--- src/sv/bfd_pkg.sv ---
package bfd_pkg;

  localparam int DEF_MAX_DST = 256;
  localparam int DEF_MAX_SRC = 4096;

  localparam int PIX_W   = 8;
  localparam int CFG_W   = 13;
  localparam int DSIZE_W = 9;
  localparam int IDX_W   = 2;

  localparam logic [IDX_W-1:0] REG_SRC_WIDTH  = 2'd0;
  localparam logic [IDX_W-1:0] REG_SRC_HEIGHT = 2'd1;
  localparam logic [IDX_W-1:0] REG_DST_SIZE   = 2'd2;

  localparam logic [CFG_W-1:0]   RST_SRC_WIDTH  = 13'd2048;
  localparam logic [CFG_W-1:0]   RST_SRC_HEIGHT = 13'd2048;
  localparam logic [DSIZE_W-1:0] RST_DST_SIZE   = 9'd256;

  localparam logic [PIX_W-1:0] ALPHA_OPAQUE = 8'd255;

  typedef enum logic [2:0] {
    DIV_W,
    DIV_H,
    DIV_R,
    DIV_G,
    DIV_B
  } div_sel_t;

  typedef enum logic [3:0] {
    C_CLR,
    C_DW,
    C_WW,
    C_DH,
    C_WH,
    C_INIT,
    C_IDLE,
    C_RD,
    C_ACC,
    C_DR,
    C_WR,
    C_DG,
    C_WG,
    C_DB,
    C_WB,
    C_LD
  } ctl_state_t;

  typedef struct packed {
    logic     take;
    logic     rd;
    logic     acc;
    logic     clr_step;
    logic     frame_init;
    logic     div_start;
    div_sel_t div_sel;
    logic     load_out;
  } bfd_cmd_t;

  typedef struct packed {
    logic restart;
    logic clr_last;
    logic div_done;
    logic texel;
    logic out_free;
  } bfd_sts_t;

endpackage

--- src/sv/bfd_ctrl.sv ---
module bfd_ctrl (
  input  logic              clk,
  input  logic              rst_n,
  input  logic              in_valid,
  input  bfd_pkg::bfd_sts_t sts,
  output bfd_pkg::bfd_cmd_t cmd
);
  import bfd_pkg::*;

  ctl_state_t state_r, state_nxt;

  always_ff @(posedge clk) begin
    if (!rst_n) begin
      state_r <= C_CLR;
    end else begin
      state_r <= state_nxt;
    end
  end

  always_comb begin
    cmd       = '0;
    cmd.div_sel = DIV_W;
    state_nxt = state_r;
    case (state_r)
      C_CLR: begin
        cmd.clr_step = 1'b1;
        if (sts.clr_last) state_nxt = C_DW;
      end
      C_DW: begin
        cmd.div_start = 1'b1;
        cmd.div_sel   = DIV_W;
        state_nxt     = C_WW;
      end
      C_WW: if (sts.div_done) state_nxt = C_DH;
      C_DH: begin
        cmd.div_start = 1'b1;
        cmd.div_sel   = DIV_H;
        state_nxt     = C_WH;
      end
      C_WH: if (sts.div_done) state_nxt = C_INIT;
      C_INIT: begin
        cmd.frame_init = 1'b1;
        state_nxt      = C_IDLE;
      end
      C_IDLE: begin
        cmd.take = 1'b1;
        if (in_valid) state_nxt = C_RD;
      end
      C_RD: begin
        cmd.rd    = 1'b1;
        state_nxt = C_ACC;
      end
      C_ACC: begin
        cmd.acc   = 1'b1;
        state_nxt = sts.texel ? C_DR : C_IDLE;
      end
      C_DR: begin
        cmd.div_start = 1'b1;
        cmd.div_sel   = DIV_R;
        state_nxt     = C_WR;
      end
      C_WR: if (sts.div_done) state_nxt = C_DG;
      C_DG: begin
        cmd.div_start = 1'b1;
        cmd.div_sel   = DIV_G;
        state_nxt     = C_WG;
      end
      C_WG: if (sts.div_done) state_nxt = C_DB;
      C_DB: begin
        cmd.div_start = 1'b1;
        cmd.div_sel   = DIV_B;
        state_nxt     = C_WB;
      end
      C_WB: if (sts.div_done) state_nxt = C_LD;
      C_LD: begin
        if (sts.out_free) begin
          cmd.load_out = 1'b1;
          state_nxt    = C_IDLE;
        end
      end
      default: state_nxt = C_CLR;
    endcase
    if (sts.restart) state_nxt = C_CLR;
  end

endmodule

--- config.mk ---
export PLATFORM = sky130hd
export DESIGN_NAME = bfd_ctrl
export DESIGN_NICKNAME = d
export VERILOG_FILES = /design/src/sv/bfd_pkg.sv /design/src/sv/bfd_ctrl.sv
export SDC_FILE = /design/constraint.sdc
export NUM_CORES = 1
export LEC_CHECK = 0
export ABC_CLOCK_PERIOD_IN_PS = 1500
export BUFFER_PORTS_ARGS = -buffer_cell sky130_fd_sc_hd__buf_2
export CORE_AREA = 8 8 45 47
export CTS_CLUSTER_DIAMETER = 40
export CTS_CLUSTER_SIZE = 40
export DETAILED_ROUTE_END_ITERATION = 10
export DIE_AREA = 0 0 53 55
export GPL_TIMING_DRIVEN = 1
export PLACE_DENSITY_LB_ADDON = 0.15
export SLEW_MARGIN = 0
export SYNTH_ARGS = -nofsm -noshare
export SYNTH_HDL_FRONTEND = slang
export SYNTH_SLANG_ARGS = --single-unit
--- constraint.sdc ---
create_clock -name clk -period 1.5 [get_ports clk]
set_input_delay 0.15 -clock clk [delete_from_list [all_inputs] [get_ports clk]]
set_output_delay 0.15 -clock clk [all_outputs]
set_load 0.03 [all_outputs]
* Word level (Yosys, flattened, before mapping)
Cells that the tools add are included.
Widths: inputs -> output; s select.
** Operators by class
- Mux-type cells :: 18
- Bitwise operators :: 1
- Reductions and logical operators :: 3
- Eq/ne operators :: 23
** Operators with widths (number)
- $pmux 4 s16 :: 1
- $mux 4 :: 9
- $eq 4x4->1 const B :: 8
- $pmux 4 s5 :: 1
- $eq 4x3->1 const B :: 4
- $ne 2x2->1 const B :: 8
- $eq 4x2->1 const B :: 2
- $reduce_and 8->1 :: 1
- $mux 1 :: 7
- $eq 4x1->1 const B :: 1
- $logic_not 4->1 :: 1
- $reduce_or 2->1 :: 1
- $not 1->1 :: 1
** Word-level totals
- Logic and storage cells :: 46
- Register bits :: 4
- Output and inout bits :: 10

* Depth between registers and ports, before layout
- Depth after elaboration :: 3
- Depth in mapped cells :: 6
- Gate-level depth less buffers :: 4

* Worst setup path before layout
Ideal clock, no wire load.
- Path kind :: reg2reg
- Start :: register state_r[1]
- End :: register state_r[2]
- Arrival time :: 1898 ps
- Library setup time :: 115 ps
- Path slack :: -512 ps
- Cell stages (with the launch flop) :: 5
- Path through :: dfxtp_1 > buf_2 > nor4_1 > a211oi_1 > o21a_1
** Between the ends
- Cells in the longest elaborated chain, start to end :: 3
** RTL lines
- from (decl) :: line bfd_ctrl.sv:10 : ctl_state_t state_r, state_nxt;
- from (signal assigned) :: line bfd_ctrl.sv:16 : state_r <= state_nxt;
- $eq 4x2->1, or another cell as far along :: line bfd_ctrl.sv:24 : case (state_r)
- $ne 2x2->1 (no line)
- $reduce_and 8->1 (no line)
Several ways; a longest one is shown, not always the timed one.
A chain may end at the register's enable or synchronous reset.

==> impl_metrics.tcl <==
set metrics [dict create \
    ant_nets 0 \
    crit_arrival_ps 1290 \
    wl_per_cell_um 13.3 \
    path_buf_inv 2 \
    core_area_mm2 0.00138 \
    grt_pass1_vias 418 \
    nNetsFinal 88 \
    max_freq_mhz 695 \
    die_area_mm2 0.00292 \
    path_cells "buf_4 > nor4_4 > buf_2" \
    grt_max_degree 14 \
    clkLatencyLatePin_ps 240 \
    netlist_area_um2 402 \
    hold_class "in -> reg" \
    drc 0 \
    critPathKind "reg -> out" \
    cts.sinks 4 \
    postSynthAreaPerCell_um2 7.05 \
    initial_core_util 0.290 \
    num_rows 14 \
    cp.required_ps 1350 \
    cp_slowest_cell "dfxtp_4" \
    io_buffers 17 \
    ios 18 \
    maxSlewViolCount 0 \
    die_w_um 53 \
    largest_reg_flops 4 \
    cp-start-kind "flip-flop" \
    cp-end-kind "output port" \
    grt_pass1_wl_mm 1.85 \
    drive_gt1_frac 0.423 \
    ys_seq_elements 4 \
    finalHoldViolCount 0 \
    clk_pin_slew_ps 30 \
    finalPower_uw 308 \
    grt-ovfl-total 0 \
    viasPerCell 5.26 \
    worst_pin_slew_ps 243 \
    status "complete, no violations" \
    report.final.setup_viol 0 \
    drv_cap 0 \
    cts.path.max_buffers 2 \
    cts_buffers 3 \
    seq_area_frac_synth 0.199 \
    cts_tree "done" \
    leakagePower_nw 0.252 \
    place_hpwl_um 970 \
    path_max_fanout 13 \
    gp_congestion 0.713 \
    period_needed_ps 1440 \
    tns_ps 0 \
    firstDrtPassIters 4 \
    cts-root-buf "clkbuf_4" \
    first_iter_violations 18 \
    skew_ps 5.22 \
    synthDistinctLibCells 29 \
    final_util 0.413 \
    regMostFlops "state_r" \
    track_usage 0.0857 \
    wl_mm 1.25 \
    cpLargestDelayFamily "buffers and inverters" \
    max_stage_delay_ps 380 \
    relSlewSlack 0.836 \
    cts.htree.levels 1 \
    rsz0062_at_grt "false" \
    post-route-period-util 0.959 \
    reg_top3 "state_r (4)" \
    area_growth_pct 42.4 \
    ir_drop_mv 0.388 \
    diodes 0 \
    post_cts_buffers 0 \
    p_per_area_mw_per_mm2 538 \
    synth_nets 65 \
    synth_cells 57 \
    num_vias 494 \
    die_y_um 55 \
    antenna_found_initial 0 \
    yosys_warnings 0 \
]
## timing repair
item / 4_1_cts / 5_1_grt
endpoints found under the setup margin: 2 / 5
pin swaps: 0 / 0
resized for setup: 1 / 5
hold buffers: 0 / 0
## cells in the mapped netlist
cell      count  area [µm²]
nor2_2        1        6.26
and2_1        2        12.5
o21ai_0       2        10.0
o21a_1        1        7.51
nand2b_1      6        37.5
nor4_1        1        6.26
a21oi_1       4        20.0
buf_2         4        20.0
mux2i_1       1        10.0
or4_1         2        15.0
inv_1         3        11.3
nor4b_1       1        8.76
nand2_2       1        6.26
a211oi_1      2        15.0
a311oi_1      1        8.76
nor2_1        5        18.8
nor2b_1       1        6.26
o22ai_1       1        6.26
a31oi_1       2        12.5
nor3_1        2        10.0
and3b_1       1        8.76
nand2_1       2        7.51
nand3b_1      2        15.0
nand3_1       1        5.00
dfxtp_1       4        80.1
o32ai_1       1        8.76
buf_6         1        11.3
a32o_1        1        10.0
or3_1         1        6.26
## worst reg2reg max path, stage by stage, from the launching register on
cell	delay, ps
dfxtp_2	340
buf_4	170
or4_1	490
nand3_1	90
o21ai_0	70
## final cells by class
| class | instances | area [µm²] |
|---|---|---|
| clock buffers | 3 | 22.5 |
| multi-input cells | 45 | 299 |
| repair buffers | 23 | 133 |
| well taps | 16 | 20.0 |
| inverters | 3 | 11.3 |
| fillers | 164 | 812 |
| flip-flops and latches | 4 | 86.3 |
## cells in the final DEF, fill, tap and decap left out, types with 2 or more instances in the layout
cell      synthesis  final
buf_2             4     16
nand2b_1          6      6
buf_4             0      6
nor2_1            5      5
a21oi_1           4      4
clkbuf_4          0      4
inv_1             3      3
and2_1            2      2
nand2_1           2      2
or4_1             2      2
nand3b_1          2      2
a31oi_1           2      2
o21ai_0           2      2
a211oi_1          2      2
dfxtp_2           0      2
## where the power goes
group          switching, mW  internal (mW)
logic                 0.0327         0.0281
registers            0.00376          0.108
clock network         0.0455         0.0896
## logic make-up after synthesis
kind of cell | after synthesis | share of synthesized area
buffers and inverters | 8 | 0.106
muxes | 1 | 0.0249
and+or+nand+nor | 29 | 0.424
AOI/OAI and AO/OA | 15 | 0.246
DFF | 4 | 0.199
## through the flow
step	instances	instance area, µm²	setup WS [ps]	hold slack, ps
floorplan	57	417	108	316
global placement	91	536	119	451
detailed placement	91	536	160	441
CTS	94	559	6.33	190
global route	94	572	0.875	190
finish	94	572	62.1	186
## worst paths after layout
check / start / to / slack, ps / depth (start not counted)
hold reg to reg: state_r[3] / state_r[3] / 660 / 3
setup reg to reg: state_r[2] / state_r[0] / 210 / 4
setup / recovery: state_r[1] / cmd[6] / 60 / 3
hold / removal: sts[4] / state_r[3] / 190 / 3
## layer usage
metal	vias to the layer above	GRT usage	share of wire
li1	252	-	-
met1	220	0.101	0.43
met2	22	0.135	0.47
met3	0	0.0401	0.099
met4	0	0.0259	0
met5	-	0	0
Note: power is estimated with default switching activity, not from simulation.
